## src/rtl/acfr_pkg.sv

```systemverilog
// Shared types and constants for the command frame receiver.
package acfr_pkg;

  // Default number of channels carried by one frame.
  localparam int unsigned CHANNELS_DEFAULT = 6;

  // CRC-16/MODBUS: initial value and reflected polynomial.
  localparam logic [15:0] CRC_INIT = 16'hFFFF;
  localparam logic [15:0] CRC_POLY = 16'hA001;

  // Marker reset values ('S' and 'F').
  localparam logic [7:0] START_MARKER_RESET = 8'h53;
  localparam logic [7:0] END_MARKER_RESET   = 8'h46;

  // Configuration port widths.
  localparam int unsigned CFG_INDEX_W = 1;
  localparam int unsigned CFG_DATA_W  = 8;

  // Configuration register indexes.
  typedef enum logic [CFG_INDEX_W-1:0] {
    REG_START_MARKER = 1'b0,
    REG_END_MARKER   = 1'b1
  } cfg_reg_e;

  // Trailer phase after the end marker.
  typedef enum logic [1:0] {
    TRL_BODY = 2'd0,
    TRL_HIGH = 2'd1,
    TRL_LOW  = 2'd2
  } trailer_e;

  // Sequencer states.
  typedef enum logic [2:0] {
    ST_RX,
    ST_CRC,
    ST_RD_DIR,
    ST_RD_HI,
    ST_RD_LO,
    ST_LOAD,
    ST_OUT
  } acfr_state_e;

  // Commands from the sequencer to the shared CRC unit.
  typedef struct packed {
    logic       clear;    // return to the initial value
    logic       load;     // fold a byte into the low bits
    logic       restart;  // on load, start from the initial value
    logic       step;     // one bit of the polynomial division
    logic [7:0] data;
  } crc_cmd_t;

endpackage

```

## src/rtl/acfr_crc_unit.sv

```systemverilog
// Bit-serial CRC-16/MODBUS unit: one shift step per cycle.
module acfr_crc_unit (
  input  logic              clk_i,
  input  logic              rst_ni,
  input  acfr_pkg::crc_cmd_t cmd_i,
  output logic [15:0]       crc_o
);

  logic [15:0] crc_q;
  logic [15:0] crc_d;

  // Next value: clear, byte load, or one reflected shift step.
  always_comb begin
    crc_d = crc_q;
    if (cmd_i.clear) begin
      crc_d = acfr_pkg::CRC_INIT;
    end else if (cmd_i.load) begin
      crc_d = (cmd_i.restart ? acfr_pkg::CRC_INIT : crc_q) ^ {8'h00, cmd_i.data};
    end else if (cmd_i.step) begin
      crc_d = crc_q[0] ? ((crc_q >> 1) ^ acfr_pkg::CRC_POLY) : (crc_q >> 1);
    end
  end

  always_ff @(posedge clk_i or negedge rst_ni) begin
    if (!rst_ni) begin
      crc_q <= acfr_pkg::CRC_INIT;
    end else begin
      crc_q <= crc_d;
    end
  end

  assign crc_o = crc_q;

endmodule

```

## src/rtl/acfr_frame_store.sv

```systemverilog
// Frame byte memory: one write port, one registered read port.
module acfr_frame_store #(
  parameter int unsigned DEPTH = 18,
  parameter int unsigned AW    = 5
) (
  input  logic          clk_i,
  input  logic          we_i,
  input  logic [AW-1:0] waddr_i,
  input  logic [7:0]    wdata_i,
  input  logic [AW-1:0] raddr_i,
  output logic [7:0]    rdata_o
);

  logic [7:0] mem_q [DEPTH];
  logic [7:0] rdata_q;

  // Write port.
  always_ff @(posedge clk_i) begin
    if (we_i) begin
      mem_q[waddr_i] <= wdata_i;
    end
  end

  // Registered read port.
  always_ff @(posedge clk_i) begin
    rdata_q <= mem_q[raddr_i];
  end

  assign rdata_o = rdata_q;

endmodule

```

## src/rtl/arm_command_frame_receiver.sv

```systemverilog
// Command frame receiver: byte deframer with CRC-16/MODBUS check.
//
//  Channel  | Direction | Signals
//  ---------+-----------+--------------------------------------------------
//  rx       | in        | in_valid_i, in_ready_o, rx_byte_i
//  result   | out       | out_valid_o, out_ready_i, channel_o, direction_o,
//           |           | magnitude_o, last_o
//  config   | in        | cfg_we_i, cfg_index_i, cfg_data_i
//
// A start or data byte is accepted and then takes 8 steps of the shared
// bit-serial CRC unit; other bytes need only the accept.
// A good frame then yields CHANNELS results, each read through the single read
// port of the frame memory in RD_DIR, RD_HI, RD_LO and LOAD, plus any stall on the output.
// Input ready is low while the CRC unit runs and while results are sent.
// Reset is asynchronous; the frame memory is not cleared and needs no pass.
module arm_command_frame_receiver #(
  parameter int unsigned CHANNELS = acfr_pkg::CHANNELS_DEFAULT
) (
  input  logic                             clk_i,
  input  logic                             rst_ni,
  input  logic                             in_valid_i,
  output logic                             in_ready_o,
  input  logic [7:0]                       rx_byte_i,
  output logic                             out_valid_o,
  input  logic                             out_ready_i,
  output logic [3:0]                       channel_o,
  output logic [7:0]                       direction_o,
  output logic [15:0]                      magnitude_o,
  output logic                             last_o,
  input  logic                             cfg_we_i,
  input  logic [acfr_pkg::CFG_INDEX_W-1:0] cfg_index_i,
  input  logic [acfr_pkg::CFG_DATA_W-1:0]  cfg_data_i
);

  localparam int unsigned BODY_LEN    = 3 * CHANNELS + 1;
  localparam int unsigned STORE_DEPTH = 3 * CHANNELS;
  localparam int unsigned AW          = $clog2(STORE_DEPTH);
  localparam int unsigned NW          = $clog2(BODY_LEN + 1);
  localparam int unsigned CW          = (CHANNELS > 1) ? $clog2(CHANNELS) : 1;

  acfr_pkg::acfr_state_e state_q, state_d;
  acfr_pkg::trailer_e    trailer_q, trailer_d;
  acfr_pkg::crc_cmd_t    crc_cmd;

  logic [7:0]    start_marker_q;
  logic [7:0]    end_marker_q;
  logic          receiving_q, receiving_d;
  logic [NW-1:0] byte_count_q, byte_count_d;
  logic [2:0]    bit_cnt_q;
  logic [CW-1:0] ch_q;
  logic [7:0]    crc_rx_hi_q;
  logic [7:0]    dir_q;
  logic [15:0]   mag_q;
  logic [15:0]   crc;
  logic [7:0]    rdata;
  logic [AW-1:0] raddr;
  logic [AW-1:0] mag_addr;
  logic          store_we;
  logic [AW-1:0] store_waddr;

  logic in_acc;
  logic out_acc;
  logic is_trl_hi, is_trl_lo, is_start, is_end, is_ovf, is_data;
  logic frame_ok;
  logic ch_last;

  // Configuration writes.
  always_ff @(posedge clk_i or negedge rst_ni) begin
    if (!rst_ni) begin
      start_marker_q <= acfr_pkg::START_MARKER_RESET;
      end_marker_q   <= acfr_pkg::END_MARKER_RESET;
    end else if (cfg_we_i) begin
      case (acfr_pkg::cfg_reg_e'(cfg_index_i))
        acfr_pkg::REG_START_MARKER: start_marker_q <= cfg_data_i;
        acfr_pkg::REG_END_MARKER:   end_marker_q   <= cfg_data_i;
        default: ;
      endcase
    end
  end

  // Decode of the accepted byte; trailer bytes take precedence over markers.
  assign in_acc    = in_valid_i && in_ready_o;
  assign out_acc   = out_valid_o && out_ready_i;
  assign is_trl_hi = in_acc && receiving_q && (trailer_q == acfr_pkg::TRL_HIGH);
  assign is_trl_lo = in_acc && receiving_q && (trailer_q == acfr_pkg::TRL_LOW);
  assign is_start  = in_acc && !is_trl_hi && !is_trl_lo && (rx_byte_i == start_marker_q);
  assign is_end    = in_acc && !is_trl_hi && !is_trl_lo && !is_start && receiving_q
                     && (rx_byte_i == end_marker_q);
  assign is_ovf    = in_acc && !is_trl_hi && !is_trl_lo && !is_start && receiving_q
                     && !is_end && (byte_count_q >= NW'(BODY_LEN));
  assign is_data   = in_acc && !is_trl_hi && !is_trl_lo && !is_start && receiving_q
                     && !is_end && !is_ovf;
  assign frame_ok  = (byte_count_q == NW'(BODY_LEN)) && ({crc_rx_hi_q, rx_byte_i} == crc);
  assign ch_last   = (ch_q == CW'(CHANNELS - 1));

  // Frame tracking: receiving flag, body length and trailer phase.
  always_comb begin
    receiving_d  = receiving_q;
    byte_count_d = byte_count_q;
    trailer_d    = trailer_q;
    if (is_trl_hi) begin
      trailer_d = acfr_pkg::TRL_LOW;
    end else if (is_trl_lo || is_ovf) begin
      receiving_d  = 1'b0;
      byte_count_d = '0;
      trailer_d    = acfr_pkg::TRL_BODY;
    end else if (is_start) begin
      receiving_d  = 1'b1;
      byte_count_d = NW'(1);
      trailer_d    = acfr_pkg::TRL_BODY;
    end else if (is_end) begin
      trailer_d = acfr_pkg::TRL_HIGH;
    end else if (is_data) begin
      byte_count_d = byte_count_q + NW'(1);
    end
  end

  // Next state.
  always_comb begin
    state_d = state_q;
    case (state_q)
      acfr_pkg::ST_RX: begin
        if (is_start || is_data) begin
          state_d = acfr_pkg::ST_CRC;
        end else if (is_trl_lo && frame_ok) begin
          state_d = acfr_pkg::ST_RD_DIR;
        end
      end
      acfr_pkg::ST_CRC: begin
        if (bit_cnt_q == 3'd7) begin
          state_d = acfr_pkg::ST_RX;
        end
      end
      acfr_pkg::ST_RD_DIR: state_d = acfr_pkg::ST_RD_HI;
      acfr_pkg::ST_RD_HI:  state_d = acfr_pkg::ST_RD_LO;
      acfr_pkg::ST_RD_LO:  state_d = acfr_pkg::ST_LOAD;
      acfr_pkg::ST_LOAD:   state_d = acfr_pkg::ST_OUT;
      acfr_pkg::ST_OUT: begin
        if (out_acc) begin
          state_d = ch_last ? acfr_pkg::ST_RX : acfr_pkg::ST_RD_DIR;
        end
      end
      default: state_d = acfr_pkg::ST_RX;
    endcase
  end

  // Magnitude bytes of channel i sit after the direction bytes, two each.
  assign mag_addr = AW'(CHANNELS) + AW'({ch_q, 1'b0});

  // Sequencer outputs: handshakes, CRC commands and memory addresses.
  always_comb begin
    in_ready_o      = 1'b0;
    out_valid_o     = 1'b0;
    raddr           = '0;
    crc_cmd.clear   = 1'b0;
    crc_cmd.load    = 1'b0;
    crc_cmd.restart = 1'b0;
    crc_cmd.step    = 1'b0;
    crc_cmd.data    = rx_byte_i;
    case (state_q)
      acfr_pkg::ST_RX: begin
        in_ready_o      = 1'b1;
        crc_cmd.clear   = is_trl_lo || is_ovf;
        crc_cmd.load    = is_start || is_data;
        crc_cmd.restart = is_start;
      end
      acfr_pkg::ST_CRC:    crc_cmd.step = 1'b1;
      acfr_pkg::ST_RD_DIR: raddr = AW'(ch_q);
      acfr_pkg::ST_RD_HI:  raddr = mag_addr;
      acfr_pkg::ST_RD_LO:  raddr = mag_addr + AW'(1);
      acfr_pkg::ST_LOAD:   raddr = '0;
      acfr_pkg::ST_OUT:    out_valid_o = 1'b1;
      default: ;
    endcase
  end

  // Data bytes go to the memory; the start byte and end marker are not kept.
  assign store_we    = is_data;
  assign store_waddr = AW'(byte_count_q - NW'(1));

  // Control registers.
  always_ff @(posedge clk_i or negedge rst_ni) begin
    if (!rst_ni) begin
      state_q      <= acfr_pkg::ST_RX;
      trailer_q    <= acfr_pkg::TRL_BODY;
      receiving_q  <= 1'b0;
      byte_count_q <= '0;
      bit_cnt_q    <= '0;
      ch_q         <= '0;
    end else begin
      state_q      <= state_d;
      trailer_q    <= trailer_d;
      receiving_q  <= receiving_d;
      byte_count_q <= byte_count_d;
      bit_cnt_q    <= (state_q == acfr_pkg::ST_CRC) ? bit_cnt_q + 3'd1 : 3'd0;
      if (is_trl_lo) begin
        ch_q <= '0;
      end else if (out_acc && !ch_last) begin
        ch_q <= ch_q + CW'(1);
      end
    end
  end

  // Payload registers: received CRC high byte and the result fields.
  always_ff @(posedge clk_i) begin
    if (is_trl_hi) begin
      crc_rx_hi_q <= rx_byte_i;
    end
    if (state_q == acfr_pkg::ST_RD_HI) begin
      dir_q <= rdata;
    end
    if (state_q == acfr_pkg::ST_RD_LO) begin
      mag_q[15:8] <= rdata;
    end
    if (state_q == acfr_pkg::ST_LOAD) begin
      mag_q[7:0] <= rdata;
    end
  end

  assign channel_o   = 4'(ch_q);
  assign direction_o = dir_q;
  assign magnitude_o = mag_q;
  assign last_o      = ch_last;

  acfr_crc_unit u_crc (
    .clk_i  (clk_i),
    .rst_ni (rst_ni),
    .cmd_i  (crc_cmd),
    .crc_o  (crc)
  );

  acfr_frame_store #(
    .DEPTH (STORE_DEPTH),
    .AW    (AW)
  ) u_store (
    .clk_i   (clk_i),
    .we_i    (store_we),
    .waddr_i (store_waddr),
    .wdata_i (rx_byte_i),
    .raddr_i (raddr),
    .rdata_o (rdata)
  );

endmodule

```

## config.mk

```make
export PLATFORM = sky130hd
export DESIGN_NAME = arm_command_frame_receiver
export DESIGN_NICKNAME = d
export VERILOG_FILES = /design/src/rtl/acfr_pkg.sv /design/src/rtl/acfr_crc_unit.sv /design/src/rtl/acfr_frame_store.sv /design/src/rtl/arm_command_frame_receiver.sv
export SDC_FILE = /design/constraint.sdc
export NUM_CORES = 1
export LEC_CHECK = 0
export ABC_AREA = 1
export BUFFER_PORTS_ARGS = -buffer_cell sky130_fd_sc_hd__buf_2
export CAP_MARGIN = 40
export CORE_ASPECT_RATIO = 0.9
export CORE_MARGIN = 2
export CORE_UTILIZATION = 50
export DETAILED_ROUTE_END_ITERATION = 16
export PLACE_DENSITY = 0.71
export SLEW_MARGIN = 20
export SYNTH_ARGS = -nofsm -noshare
export SYNTH_HDL_FRONTEND = slang
export SYNTH_SLANG_ARGS = --single-unit
```

## constraint.sdc

```tcl
create_clock -name clk_i -period 2.55 [get_ports clk_i]
set_input_delay 0 -clock clk_i [delete_from_list [all_inputs] [get_ports clk_i]]
set_output_delay 0 -clock clk_i [all_outputs]
set_load 0.02 [all_outputs]
```

==> summary.txt <==
Run status
  – Status: finished clean

Route
  – DRT Wirelength: about 23000 um
  – Met2 Wirelength: 11100 um
  – DRT Pass-1 Iters: 5
  – Met3 routed WL: between 1000 and 1500 um
  – Residual DRC: 0
  – Met1 Wirelength: slightly above 10000 um
  – Via density: approximately 5.2
  – Vias post-DR: around 7000
  – Routed length per placed instance: ~17 um
  – Detailed Route Iter0 Violations: 629
  – Routed Antenna Nets: 0
  – Top sig layer: met4

Synthesis
  – Primary FF master, synth: edfxtp_1
  – EDFF count, synth: 176
  – Synth top area cells: edfxtp_1, nand2_1, dfrtp_1
  – Post-Syn Instances: ~960
  – Post-Syn Nets: between 900 and 1000
  – Avg Cell Area, Syn: between 10 and 15 um2
  – FFs w/ async S/R, synth: between 20% and 30%
  – Synth area leader: edfxtp_1
  – Area share of the leading cell type in the synthesized netlist: between 50% and 60%
  – Yosys warns: 0
  – Syn Std Cell Area: between 10000 and 15000 um2
  – FF+latch count, synth: 233
  – Sequential fraction of the synthesis area: 64.3%
  – Post-synth cell types: 44

Clock network
  – Clk buf depth: 3
  – Total CTS buffers: 24
  – Root Buffer: clkbuf_16
  – Post-CTS Setup Bufs: 0
  – Reg clk slew, reported paths: about 60 ps
  – Clock insertion delay at the later pin of the skew report: about 530 ps
  – CTS tree: built
  – H-Tree Depth: 1
  – Cts repair resizes: 0
  – Clk sinks: 233
  – Hold_buf cts: 18

Power
  – Power Total: 13000 uW
  – P per Cell Area: ~1100 nW/um2
  – Combinational share of power: between 30% and 40%
  – Sw Pwr: around 4800 uW
  – Pint: 8210 uW
  – Register share of total power: about two fifths
  – Leak: 0.00502 uW
  – Clock network fraction of design power: roughly a quarter
  – IR drop worst, VDD: around 640 uV
  – Sw frac: 36.9%

Timing
  – Final slew viol count: 0
  – Period minus WS final: 2220 ps
  – Worst Tran Pin Value: approximately 570 ps
  – Peak Freq: between 400 and 500 MHz
  – Final Skew: 18.5 ps
  – Setup-failing EPs final: 0
  – Setup TNS: 0 ps
  – Hold Violations, Final: 0
  – Hold WS: approximately 18 ps
  – RSZ-0062 raised after global routing: no
  – Slew headroom: roughly 62%
  – Tcrit/Tclk final: between 80% and 90%

Global routing
  – First-pass GRT wire length: about 37000 um
  – Remaining global-route overflow: 0
  – Vias in the first global route: 6905
  – Antenna violations before repair: 0
  – Pin count of the biggest net entering global routing: 73
  – Total track usage: around 22%

Critical path
  – CP endpoint kind: flip-flop
  – Crit Path Max Fanout: 8
  – Slowest CP cell: dfrtp_1
  – CP most frequent cell: nand2_1
  – Arrival time worst endpoint: between 2000 and 2500 ps
  – Slowest stage delay, CP: about 470 ps
  – Crit path launch type: flip-flop
  – R2r setup slk: 330 ps
  – Cells along the critical path: nor2_4, nand2_1, inv_2, o211ai_4, nor2_8, nand4_4, inv_1, nand2_1, nor2_1, buf_4
  – Crit Path Class: flip-flop to flip-flop
  – Critical Path RT: 2790 ps

Floorplanning
  – FP Rows: 50
  – Die Area: approximately 22000 um2
  – Die width: 156 um
  – Boundary Pins: between 50 and 60
  – Starting Density: between 50% and 60%
  – DIE HEIGHT: 141 um
  – Core ar.: 20600 um2

Run
  – Max-Cap Viols: 0

Placement
  – Cells after DPL: roughly 1300
  – Number of port buffers: between 50 and 60
  – RD Place Congestion: around 0.86
  – HPWL after detailed placement: between 15000 and 20000 um

Cells and area
  – Final non-filler cell total: between 1000 and 1500
  – Antenna cells: 0
  – Final #Nets: around 1100
  – Core Util, Final: 58.8%
  – Share of cells above drive strength 1: about a fifth
  – Layout filler cell count: between 1500 and 2000
  – Syn-to-layout area delta: 16.5%

Worst hold path
  – Worst hold path type: input pin to asynchronous set/reset pin
==> registers in the layout (all words and copies together) (netlist names) <==
name and flops:
u_crc.crc_o 16, ch_q 3, u_store.mem_q 144, bit_cnt_q 3
byte_count_q 5, crc_rx_hi_q 8, u_store.rdata_o 8, end_marker_q 8
receiving_q 1, state_q 3, trailer_q 2, start_marker_q 8
magnitude_o 16, direction_o 8
==> layer usage <==
layer	vias up	track usage, %
li1	3431	-
met1	3337	30.0
met2	221	36.2
met3	40	2.86
met4	0	5.31
met5	-	0
==> cells in the final DEF (no fill, tap or decap), types with 3 or more instances in the layout <==
| cell | synthesis | routed |
|---|---|---|
| clkbuf_16 | 0 | 24 |
| o211ai_1 | 34 | 34 |
| edfxtp_1 | 176 | 176 |
| ha_1 | 11 | 11 |
| inv_1 | 70 | 70 |
| nor3_1 | 3 | 3 |
| or2_2 | 16 | 16 |
| nand2_1 | 264 | 264 |
| nor2_2 | 4 | 4 |
| xnor2_1 | 9 | 9 |
| buf_2 | 17 | 51 |
| buf_12 | 0 | 4 |
| nand2_4 | 5 | 5 |
| o21ai_1 | 20 | 20 |
| dfxtp_1 | 8 | 8 |
| dfstp_2 | 23 | 23 |
| nand3_1 | 67 | 67 |
| dfrtp_1 | 26 | 26 |
| clkinv_1 | 0 | 4 |
| clkinv_2 | 0 | 6 |
| nand4_1 | 3 | 3 |
| dlygate4sd3_1 | 0 | 18 |
| o21ai_0 | 26 | 26 |
| or2_0 | 7 | 7 |
| xor2_1 | 23 | 23 |
| nor2_4 | 5 | 5 |
| buf_4 | 7 | 38 |
| inv_2 | 12 | 12 |
| a21oi_1 | 22 | 22 |
| clkinvlp_4 | 0 | 4 |
| nor2_1 | 56 | 56 |
| mux2i_1 | 5 | 5 |
| or2_1 | 11 | 11 |
==> synthesized netlist by cell type, types with 3 or more instances <==
master      n
a21oi_1    22
buf_2      17
buf_4       7
buf_6       4
clkbuf_1    5
dfrtp_1    26
dfstp_2    23
dfxtp_1     8
edfxtp_1  176
ha_1       11
inv_1      70
inv_2      12
mux2i_1     5
nand2_1   264
nand2_4     5
nand3_1    67
nand4_1     3
nor2_1     56
nor2_2      4
nor2_4      5
nor3_1      3
o211ai_1   34
o21ai_0    26
o21ai_1    20
or2_0       7
or2_1      11
or2_2      16
xnor2_1     9
xor2_1     23
==> metrics by stage <==
step                area [um2]  worst slack [ps]
global route             12100               141
detailed placement       11200               334
finish                   12100               329
floorplan                10400               336
global placement         11200               377
CTS                      12100               320
==> path summary, 6_finish.rpt <==
| path | startpoint | endpoint | cells after the start |
|---|---|---|---|
| min | rst_ni | start_marker_q[3]$_DFFE_PN0P_ | 2 |
| min reg2reg | bit_cnt_q[0]$_DFF_PN0_ | bit_cnt_q[0]$_DFF_PN0_ | 1 |
| max | state_q[1]$_DFFE_PN0P_ | u_store.mem_q[3][5]$_DFFE_PP_ | 10 |
| max in group asynchronous | rst_ni | u_crc.crc_o[5]$_DFFE_PN1P_ | 4 |
| min in group clk_i | in_valid_i | trailer_q[1]$_DFFE_PN0P_ | 5 |
| max reg2reg | state_q[1]$_DFFE_PN0P_ | u_store.mem_q[3][5]$_DFFE_PP_ | 10 |
==> cell type report <==
type / count / area, um2 / area share [%]
multi-input cells: 610 / 3210 / 26.5
flip-flops and latches: 233 / 6700 / 55.2
well taps: 260 / 325 / 2.68
clock inverters: 18 / 158 / 1.30
clock buffers: 26 / 608 / 5.01
inverters: 82 / 308 / 2.54
repair buffers: 112 / 828 / 6.82
==> worst max-delay path: cells and delay by family (launching register included) <==
family,cells,cell delay [ps]
buffers and inverters,3,450
AOI/OAI and AO/OA,1,100
DFF,1,470
and+or+nand+nor,6,930
==> power by group through the flow <==
stage | registers, uW | clock network (uW) | logic, uW
after floorplan | 5170 | 0 | 3240
after global routing | 5110 | 3560 | 5140
after detailed placement | 5120 | 0 | 4570
after CTS | 5050 | 3410 | 4620
final | 5050 | 3360 | 4600
after global placement | 5100 | 0 | 4510
==> kinds of logic after synthesis <==
family          share of synthesized area (%)
compound gates                           6.90
other cells                            0.0360
simple gates                             19.4
flops                                    64.3
xor+xnor                                 2.69
buf+inv                                  4.89
fa+ha+maj                                1.32
mux                                     0.480
Note: power is estimated with default switching activity, not from simulation.
